<file path="config.mk">
export PLATFORM = sky130hd
export DESIGN_NAME = c_source_syntax_colorizer
export DESIGN_NICKNAME = d
export VERILOG_FILES = /design/src/hdl/cssc_pkg.sv /design/src/hdl/c_source_syntax_colorizer.sv /design/src/hdl/cssc_result_fifo.sv
export SDC_FILE = /design/constraint.sdc
export NUM_CORES = 1
export LEC_CHECK = 0
export BUFFER_PORTS_ARGS = -buffer_cell sky130_fd_sc_hd__buf_2
export CAP_MARGIN = 15
export CORE_AREA = 10 10 80 150
export DETAILED_ROUTE_END_ITERATION = 10
export DIE_AREA = 0 0 90 160
export PLACE_DENSITY = 0.71
export SLEW_MARGIN = 20
export SYNTH_ARGS = -nofsm -noshare
export SYNTH_HDL_FRONTEND = slang
export SYNTH_SLANG_ARGS = --single-unit
</file>
<file path="constraint.sdc">
create_clock -name i_clk -period 4 [get_ports i_clk]
set_input_delay 0.4 -clock i_clk [delete_from_list [all_inputs] [get_ports i_clk]]
set_output_delay 0.4 -clock i_clk [all_outputs]
set_load 0.05 [all_outputs]
</file>
<file path="src/hdl/cssc_pkg.sv">
`timescale 1ns / 1ps
// ============================================================================
// cssc_pkg: shared types, constants and the coloring function
// Holds the scanner state type, the result item type, the color attribute
// codes and the per-byte coloring function used by the colorizer.
// ============================================================================
package cssc_pkg;

    // Default number of result entries queued at the output.
    localparam int RESULT_DEPTH = 4;

    // Console color attribute codes.
    localparam logic [3:0] ATTR_DEFAULT  = 4'h7;
    localparam logic [3:0] ATTR_OPERATOR = 4'hC;
    localparam logic [3:0] ATTR_BRACKET  = 4'hE;
    localparam logic [3:0] ATTR_DIGIT    = 4'hF;
    localparam logic [3:0] ATTR_PREPROC  = 4'hD;
    localparam logic [3:0] ATTR_CHAR     = 4'hA;
    localparam logic [3:0] ATTR_STRING   = 4'h6;
    localparam logic [3:0] ATTR_COMMENT  = 4'h2;
    localparam logic [3:0] ATTR_IDENT    = 4'hB;

    // Byte codes with a special meaning to the scanner.
    localparam logic [7:0] CH_NEWLINE = 8'h0A;
    localparam logic [7:0] CH_HASH    = 8'h23;
    localparam logic [7:0] CH_LESS    = 8'h3C;
    localparam logic [7:0] CH_SQUOTE  = 8'h27;
    localparam logic [7:0] CH_DQUOTE  = 8'h22;
    localparam logic [7:0] CH_SLASH   = 8'h2F;
    localparam logic [7:0] CH_STAR    = 8'h2A;
    localparam logic [7:0] CH_NONE    = 8'h00;

    // Lexical state carried from one byte to the next.
    typedef struct packed {
        logic at_row_start;
        logic preproc_row;
        logic char_open;
        logic string_open;
        logic block_open;
        logic line_active;
        logic close_next;
    } t_scan;

    localparam t_scan SCAN_RESET = '{
        at_row_start: 1'b1, preproc_row: 1'b0, char_open: 1'b0, string_open: 1'b0,
        block_open: 1'b0, line_active: 1'b0, close_next: 1'b0
    };

    // Outcome of coloring one byte: its attribute and the state after it.
    typedef struct packed {
        t_scan      state;
        logic [3:0] attr;
    } t_colour;

    // One result item as it leaves the block.
    typedef struct packed {
        logic [7:0] colored_byte;
        logic [3:0] attribute;
        logic       final_result;
    } t_result;

    // Colors byte b given its successor nxt and the state before it.
    // Later rules override earlier ones, as in the color priority list.
    function automatic t_colour colour_byte(input logic [7:0] b, input logic [7:0] nxt,
                                            input t_scan s);
        t_colour    r;
        logic [3:0] col;
        logic       not_last;
        logic       closing;
        r        = '{state: s, attr: ATTR_DEFAULT};
        col      = ATTR_DEFAULT;
        not_last = (b != CH_NEWLINE);
        closing  = s.close_next;

        if (s.at_row_start) begin
            r.state.preproc_row = (b == CH_HASH);
        end
        r.state.at_row_start = (b == CH_NEWLINE);

        // Operators: ! % & * + , - . / : ; < = > ? ^ | ~
        if (b inside {8'h21, 8'h25, 8'h26, 8'h2A, 8'h2B, 8'h2C, 8'h2D, 8'h2E, 8'h2F,
                      8'h3A, 8'h3B, 8'h3C, 8'h3D, 8'h3E, 8'h3F, 8'h5E, 8'h7C, 8'h7E}) begin
            col = ATTR_OPERATOR;
        end else if (b inside {8'h28, 8'h29, 8'h5B, 8'h5D, 8'h7B, 8'h7D}) begin
            col = ATTR_BRACKET;
        end else if (b inside {[8'h30:8'h39]}) begin
            col = ATTR_DIGIT;
        end

        if (r.state.preproc_row && b == CH_LESS) begin
            r.state.preproc_row = 1'b0;
        end
        if (r.state.preproc_row) begin
            col = ATTR_PREPROC;
        end

        if (b == CH_DQUOTE && r.state.char_open) begin
            r.state.char_open = 1'b0;
        end
        if (r.state.char_open) begin
            col = ATTR_CHAR;
        end
        if (b == CH_SQUOTE) begin
            r.state.char_open = !r.state.char_open;
            col = ATTR_CHAR;
        end

        if (r.state.string_open) begin
            col = ATTR_STRING;
        end
        if (b == CH_DQUOTE) begin
            r.state.string_open = !r.state.string_open;
            col = ATTR_STRING;
        end

        r.state.close_next = 1'b0;
        if (closing) begin
            col = ATTR_COMMENT;
        end
        if (not_last) begin
            if (b == CH_SLASH && nxt == CH_STAR) begin
                r.state.block_open = 1'b1;
            end
            if (r.state.block_open) begin
                col = ATTR_COMMENT;
            end
            if (b == CH_STAR && nxt == CH_SLASH) begin
                r.state.block_open = 1'b0;
                r.state.close_next = 1'b1;
            end
            if (b == CH_SLASH && nxt == CH_SLASH) begin
                r.state.line_active = 1'b1;
            end
        end
        if (r.state.line_active) begin
            col = ATTR_COMMENT;
        end

        if (col == ATTR_DEFAULT) begin
            col = ATTR_IDENT;
        end

        // A newline ends every row-bound construct; the block comment lives on.
        if (!not_last) begin
            r.state.preproc_row = 1'b0;
            r.state.char_open   = 1'b0;
            r.state.string_open = 1'b0;
            r.state.line_active = 1'b0;
            r.state.close_next  = 1'b0;
        end
        r.attr = col;
        return r;
    endfunction

endpackage

</file>
<file path="src/hdl/c_source_syntax_colorizer.sv">
`timescale 1ns / 1ps
// ============================================================================
// c_source_syntax_colorizer: console coloring of C source text
// Gives every byte of a C source stream a console color attribute, with one
// byte of lookahead so that comment openers and closers can be recognized.
// ============================================================================
//
//  Channel | Direction | Handshake                 | Payload
//  --------+-----------+---------------------------+----------------------------
//  input   | in        | i_in_valid / o_in_ready   | i_text_byte, i_end_of_text
//  output  | out       | o_out_valid / i_out_ready | o_colored_byte, o_attribute,
//          |           |                           | o_final_result
//
//  While ready, one byte is taken per cycle, back to back. A byte's color
//  is decided when the next byte arrives, so its result is queued one transfer
//  late; a byte marked end of text queues its own result and the held one
//  together. The input is ready while at least two of the DEPTH queue entries
//  are free, so it stalls only after the output side has held off for a while.
//  Reset is synchronous and active low; it empties the queue and restarts text.
//
module c_source_syntax_colorizer #(
    parameter int DEPTH = cssc_pkg::RESULT_DEPTH
) (
    input  logic       i_clk,
    input  logic       i_rst_n,
    input  logic       i_in_valid,
    output logic       o_in_ready,
    input  logic [7:0] i_text_byte,
    input  logic       i_end_of_text,
    output logic       o_out_valid,
    input  logic       i_out_ready,
    output logic [7:0] o_colored_byte,
    output logic [3:0] o_attribute,
    output logic       o_final_result
);

    // Held byte waiting for its successor, and the scanner state before it.
    logic [7:0]        r_pending_byte;
    logic              r_pending_valid;
    cssc_pkg::t_scan   r_scan;

    logic              accept;
    cssc_pkg::t_colour held_col;
    cssc_pkg::t_colour last_col;
    cssc_pkg::t_scan   scan_after_held;
    cssc_pkg::t_result held_res;
    cssc_pkg::t_result last_res;
    cssc_pkg::t_result entry0;
    cssc_pkg::t_result entry1;
    logic [1:0]        push_count;
    cssc_pkg::t_result out_entry;

    assign accept = i_in_valid && o_in_ready;

    // The held byte is colored now that its successor is known. The final
    // byte is colored right after it, as if followed by a plain byte.
    assign held_col        = cssc_pkg::colour_byte(r_pending_byte, i_text_byte, r_scan);
    assign scan_after_held = r_pending_valid ? held_col.state : r_scan;
    assign last_col        = cssc_pkg::colour_byte(i_text_byte, cssc_pkg::CH_NONE,
                                                   scan_after_held);

    assign held_res = '{colored_byte: r_pending_byte, attribute: held_col.attr,
                        final_result: 1'b0};
    assign last_res = '{colored_byte: i_text_byte, attribute: last_col.attr,
                        final_result: 1'b1};

    // Pack the results of this transfer into the front queue slots.
    always_comb begin
        entry0     = r_pending_valid ? held_res : last_res;
        entry1     = last_res;
        push_count = 2'd0;
        if (accept) begin
            push_count = {1'b0, r_pending_valid} + {1'b0, i_end_of_text};
        end
    end

    always_ff @(posedge i_clk) begin
        if (!i_rst_n) begin
            r_pending_valid <= 1'b0;
            r_pending_byte  <= '0;
            r_scan          <= cssc_pkg::SCAN_RESET;
        end else if (accept) begin
            if (i_end_of_text) begin
                // End of text: everything goes back to the start state.
                r_pending_valid <= 1'b0;
                r_pending_byte  <= '0;
                r_scan          <= cssc_pkg::SCAN_RESET;
            end else begin
                r_pending_valid <= 1'b1;
                r_pending_byte  <= i_text_byte;
                r_scan          <= scan_after_held;
            end
        end
    end

    cssc_result_fifo #(
        .DEPTH (DEPTH)
    ) u_result_fifo (
        .i_clk             (i_clk),
        .i_rst_n           (i_rst_n),
        .i_push_count      (push_count),
        .i_entry0          (entry0),
        .i_entry1_unused_n (1'b0),
        .i_entry1          (entry1),
        .o_room_for_two    (o_in_ready),
        .o_valid           (o_out_valid),
        .i_ready           (i_out_ready),
        .o_entry           (out_entry)
    );

    assign o_colored_byte = out_entry.colored_byte;
    assign o_attribute    = out_entry.attribute;
    assign o_final_result = out_entry.final_result;

endmodule

</file>
<file path="src/hdl/cssc_result_fifo.sv">
`timescale 1ns / 1ps
// ============================================================================
// cssc_result_fifo: result queue of the colorizer
// A small circular queue that takes up to two result items per cycle and
// hands out one per transfer on a valid/ready output.
// ============================================================================
module cssc_result_fifo #(
    parameter int DEPTH = cssc_pkg::RESULT_DEPTH
) (
    input  logic               i_clk,
    input  logic               i_rst_n,
    input  logic [1:0]         i_push_count,
    input  cssc_pkg::t_result  i_entry0,
    input  logic               i_entry1_unused_n,
    input  cssc_pkg::t_result  i_entry1,
    output logic               o_room_for_two,
    output logic               o_valid,
    input  logic               i_ready,
    output cssc_pkg::t_result  o_entry
);

    localparam int PW = (DEPTH > 1) ? $clog2(DEPTH) : 1;
    localparam int CW = $clog2(DEPTH + 1);

    cssc_pkg::t_result r_mem [DEPTH];
    logic [PW-1:0] r_wr;
    logic [PW-1:0] r_rd;
    logic [CW-1:0] r_count;
    logic [PW-1:0] n_wr;
    logic [PW-1:0] n_rd;
    logic [CW-1:0] n_count;
    logic [PW-1:0] wr1;
    logic          pop;

    function automatic logic [PW-1:0] ptr_inc(input logic [PW-1:0] p);
        return (p == PW'(DEPTH - 1)) ? '0 : p + PW'(1);
    endfunction

    assign pop            = (r_count != '0) && i_ready;
    assign wr1            = ptr_inc(r_wr);
    assign o_valid        = (r_count != '0);
    assign o_entry        = r_mem[r_rd];
    assign o_room_for_two = (r_count <= CW'(DEPTH - 2));

    always_comb begin
        n_rd    = pop ? ptr_inc(r_rd) : r_rd;
        n_count = r_count + CW'(i_push_count) - CW'(pop);
        case (i_push_count)
            2'd0:    n_wr = r_wr;
            2'd1:    n_wr = wr1;
            2'd2:    n_wr = ptr_inc(wr1);
            default: n_wr = r_wr;
        endcase
    end

    always_ff @(posedge i_clk) begin
        if (!i_rst_n) begin
            r_wr    <= '0;
            r_rd    <= '0;
            r_count <= '0;
        end else begin
            r_wr    <= n_wr;
            r_rd    <= n_rd;
            r_count <= n_count;
        end
    end

    // Payload storage needs no reset.
    always_ff @(posedge i_clk) begin
        if (i_push_count != 2'd0) begin
            r_mem[r_wr] <= i_entry0;
        end
        if (i_push_count == 2'd2 && !i_entry1_unused_n) begin
            r_mem[wr1] <= i_entry1;
        end
    end

endmodule

</file>
# Yosys cells after proc, flatten, opt, wreduce, memory -nomap -nowiden
# Memories as Yosys holds them, arrays and structs flattened. A register that Yosys moved wholly into a read port is not among the register bits.
# Cells that the tools add are included.
# word_totals
register_bits	23
ramBits	52
in_bits	13
elab_cells	166
n_memories	1
# mem_list
name	words	width	read_ports	rd_clocked_by_memory_dff	write_ports	line_no	text
u_result_fifo.r_mem	4	13	1	1	2	cssc_result_fifo.sv:25	cssc_pkg::t_result r_mem [DEPTH];
# classes
add_sub_neg	6
magnitude_cmp	5
eq_ne	64
muxes	58
reduce_logical	20
# op_table
op	count
$eq 8x6->1 const B	40
$eq 8x7->1 const B	14
$mux 4	26
$reduce_bool 18->1	2
$mux 1	18
$ge 8x6->1 const B	2
$le 8x6->1 const B	2
$ne 8x4->1 const B	2
$mux 2	7
$mux 7	2
$mux 13	1
$reduce_bool 6->1	2
$logic_and 1x1->1	11
$eq 2x2->1 const B	4
$eq 4x3->1 const B	2
$eq 8x4->1 const B	1
$mux 8	1
$add 2x1->2 const B	3
$mux 3	2
$pmux 2 s2	1
$reduce_bool 2->1	2
$add 3x2->3	1
$le 3x2->1 const B	1
$reduce_bool 3->1	1
other kinds (4)	5

# Depth between registers and ports, before layout
# depth
ltp_word	23
mapped_depth	12

# Modules after synthesis
# Synthesis repeated with hierarchy kept, for this count alone.
# unflattened
cells_unflattened	402
hier_area_um2	4810.9
# modules_own_cells
module	instances	cells_each	area_per_inst_um2	seq_area_each_um2
cssc_result_fifo	1	192	3243.1	1741.7
c_source_syntax_colorizer	1	210	1567.8	320.3

# Least setup slack after synthesis
# Ideal clock, no wire load.
# synth_path
kind	flip-flop to flip-flop
startpoint	reg u_result_fifo.r_count[1]
endpoint	mem u_result_fifo.r_mem[1][5] in the netlist's numbering, data pin
setup_ns	0.256
arrival_ns	2.596
required_time_ns	3.744
path_slack_ns	1.148
path_stages_with_launch	11
n_path_buf	1
cell_sequence	dfxtp_1 > a21oi_1 > and2_1 > nand2_1 > inv_1 > ha_1 > clkbuf_1 > nand2_1 > nand2_1 > nor2_1 > a22o_1
# synth_lines
item	line_no	text
from (decl)	cssc_result_fifo.sv:28	logic [CW-1:0] r_count;
from (signal assigned)	cssc_result_fifo.sv:64	r_count <= n_count;
to (decl)	cssc_result_fifo.sv:25	

==> impl_metrics.yaml <==
run_status:
  status: "finished, final reports clean"
route:
  remaining_drc_errors: 0
  final_antenna_net_count: 0
  routed_wl_um: 13740
  post_drt_wl_per_cell_um: 22.53
  drtPass1Iterations: 5
  via_per_inst: 6.338
  vias: 3866
  drtIter0Drc: 358
pwr:
  peakVddDrop_mv: 0.3682
  power_density_nw_per_um2: 518.2
  sw_frac_of_total: 0.3788
  netSwitchingPower_mw: 1.017
  comb_power_share: 0.311
  power.total_mw: 2.685
  p_leak_nw: 1.910
  p_int_mw: 1.668
  power_frac_seq: 0.390
  clkPwrFrac: 0.299
floorplanning:
  start_util: 0.4863
  io_pins: 28
  die_w_um: 90
  rows: 51
  die_y_um: 160
  coreArea_um2: 9635
  dieArea_um2: 14400
synthesis:
  synth_flop_cell: "edfxtp_1"
  syn_area_um2: 4686
  ys.warnings.count: 0
  synth-seq-cells: 77
  synth_enable_flop_cells: 48
  ys_types: 66
  synthCells: 460
  synthArstFlopShare: 0
  synth.largest_area_cell: "edfxtp_1"
  synth_top_area_frac: 0.3076
  synth.avg_cell_area_um2: 10.19
  yosysSeqAreaShare: 0.4315
  synth_nets: 488
  synth_area_leaders: "edfxtp_1 (31%), dfxtp_1 (12%), mux4_2 (6.2%)"
cts:
  clk_latency_ps: 350
  clock_path_buffers: 2
  path_clk_slew_ps: 70
  clkSinkCount: 77
  htreeDepth: 3
  clock-root-buffer: "clkbuf_16"
  hold_buffers: 0
  post_cts_resized: 0
  post_cts_buffers: 0
  cts_buffers: 9
  cts_tree: "built"
timing:
  slew_viol_final: 0
  max_clock_freq_mhz: 318.2
  setup_tns_ps: 0
  tightest_slew_ps: 1012
  layout_min_cycle_time_ps: 3143
  hold_viol: 0
  rsz0062_at_grt: "false"
  worst_slack_ps: 857.5
  whs_ps: 424.6
  fin_skew_ps: 7.360
  fin_crit_sh: 0.7856
  relSlewSlack: 0.3171
  setup_viol: 0
hold_path:
  hp-class: "in -> reg"
global_routing:
  antenna_found_initial: 0
  grt_use_total: 0.1903
  gr-total-overflow: 0
  grt_pass1_wl_um: 21600
  first_global_vias: 3852
  grt_max_degree: 24
cells_and_area:
  fin_cells: 610
  utilization: 0.5377
  diodes: 0
  final_area_um2: 5181
  fin_nets: 501
  synthToLayoutAreaGrowth_pct: 10.57
  layout-drive-gt1-share: 0.1569
worst_setup_path:
  ff2ff_path_depth: 10
  worstPathRequired_ps: 4210
  critical_path.endpoint: "u_result_fifo.r_mem[0][1]"
  crit_start: "r_pending_byte[0]"
  r2r_end: "u_result_fifo.r_mem[0][1]"
  reg2reg_setup_slack_ps: 860
  critPathMaxFanout: 14
  worstPathArrival_ps: 3360
  reg2reg_from: "r_pending_byte[0]"
  cp-end-kind: "register"
  critPathKind: "reg -> reg"
  worst_setup_path_start_kind: "register"
placement:
  dp_slack_ps: 1002
  placedCellCount: 594
  placed_area_um2: 4891
  place.port_buffers: 27
  globalplace.congestion: 0.9690
  dp_hpwl_um: 10550
flow_run:
  max-cap-violations: 0
==> cell usage after synthesis, types with 5 or more instances <==
master,number
nand4_1,6
o21ai_1,6
a22oi_1,7
nor2b_1,25
nor3b_1,10
edfxtp_1,48
a22o_1,26
nand2b_1,9
nor2_1,24
o21ai_0,21
nand2_1,41
ha_1,14
or3_1,5
nor3_1,11
and2_1,11
nand3_1,11
inv_1,13
mux4_2,13
dfxtp_1,29
clkbuf_1,26
a21oi_1,19
o22ai_1,7
==> cells in the final DEF, fill, tap and decap left out, types with 13 or more instances in the layout <==
cell	count
a21oi_1	19
a22o_1	26
buf_2	27
dfxtp_1	29
edfxtp_1	48
ha_1	14
inv_1	13
mux4_2	13
nand2_1	41
nor2_1	24
nor2b_1	25
o21ai_0	21
==> worst min path at each step <==
stage | startpoint | slack (ps) | end | cells after the start
2_1_floorplan | u_result_fifo.r_mem[1][0] | 420 | u_result_fifo.r_mem[1][0] | 1
3_3_place_gp | u_result_fifo.r_mem[0][0] | 440 | u_result_fifo.r_mem[0][0] | 1
3_5_place_dp | u_result_fifo.r_mem[0][0] | 460 | u_result_fifo.r_mem[0][0] | 1
4_1_cts | i_rst_n | 440 | r_scan[6] | 2
5_1_grt | i_rst_n | 500 | r_scan[6] | 2
6_report | i_rst_n | 420 | r_scan[6] | 2
==> layout make-up <==
cell class,instances,area [µm²]
fillers,869,4454
multi-input cells,339,2475
flip-flops and latches,77,2022
clock buffers,9,225.2
repair buffers,33,180.2
well taps,132,165.2
clock inverters,7,65.06
inverters,13,48.80
==> metal layers <==
| layer | part of all wire | vias up | track usage |
|---|---|---|---|
| met5 | 0 | - | 0 |
| met1 | 0.34 | 1857 | 0.1817 |
| li1 | - | 1780 | - |
| met2 | 0.55 | 171 | 0.3616 |
| met3 | 0.045 | 58 | 0.02911 |
| met4 | 0.062 | 0 | 0.1252 |
==> registers in the layout (all words and copies together), names as in the netlist, named ones only <==
| name | flops |
|---|---|
| u_result_fifo.r_count | 3 |
| u_result_fifo.r_mem | 52 |
| r_pending_byte | 8 |
| r_scan | 7 |
| u_result_fifo.r_rd | 2 |
| r_pending_valid | 1 |
| u_result_fifo.r_wr | 2 |
==> critical path, cell delays in order (launching register included) <==
cell       delay, ps
dfxtp_1          600
nor2b_1          300
nand4_1          190
ha_1             360
nand2_1           80
a31oi_1           40
a221oi_1         330
nor2_1           190
a2111oi_0        630
o21ai_0          200
nand2_1          100
==> logic make-up (layout without fill, tap and decap cells) <==
group	count (synthesis)	after routing	share of synthesized area
AO/OA/AOI/OAI	124	124	0.1920
XOR/XNOR	5	5	0.009348
adder cells (fa/ha/maj)	15	15	0.04166
buffers and inverters	44	62	0.04032
flip-flops	77	77	0.4315
multiplexers	14	14	0.06489
AND/OR/NAND/NOR	181	181	0.2203
==> power groups by stage <==
stage | Combinational [mW] | Sequential, mW | Clock, mW
global route | 0.907 | 1.06 | 0.843
CTS | 0.845 | 1.05 | 0.805
global placement | 0.831 | 1.06 | 0
finish | 0.836 | 1.05 | 0.803
floorplan | 0.688 | 1.00 | 0
detailed placement | 0.843 | 1.07 | 0
(Power assumes the default switching activity.)
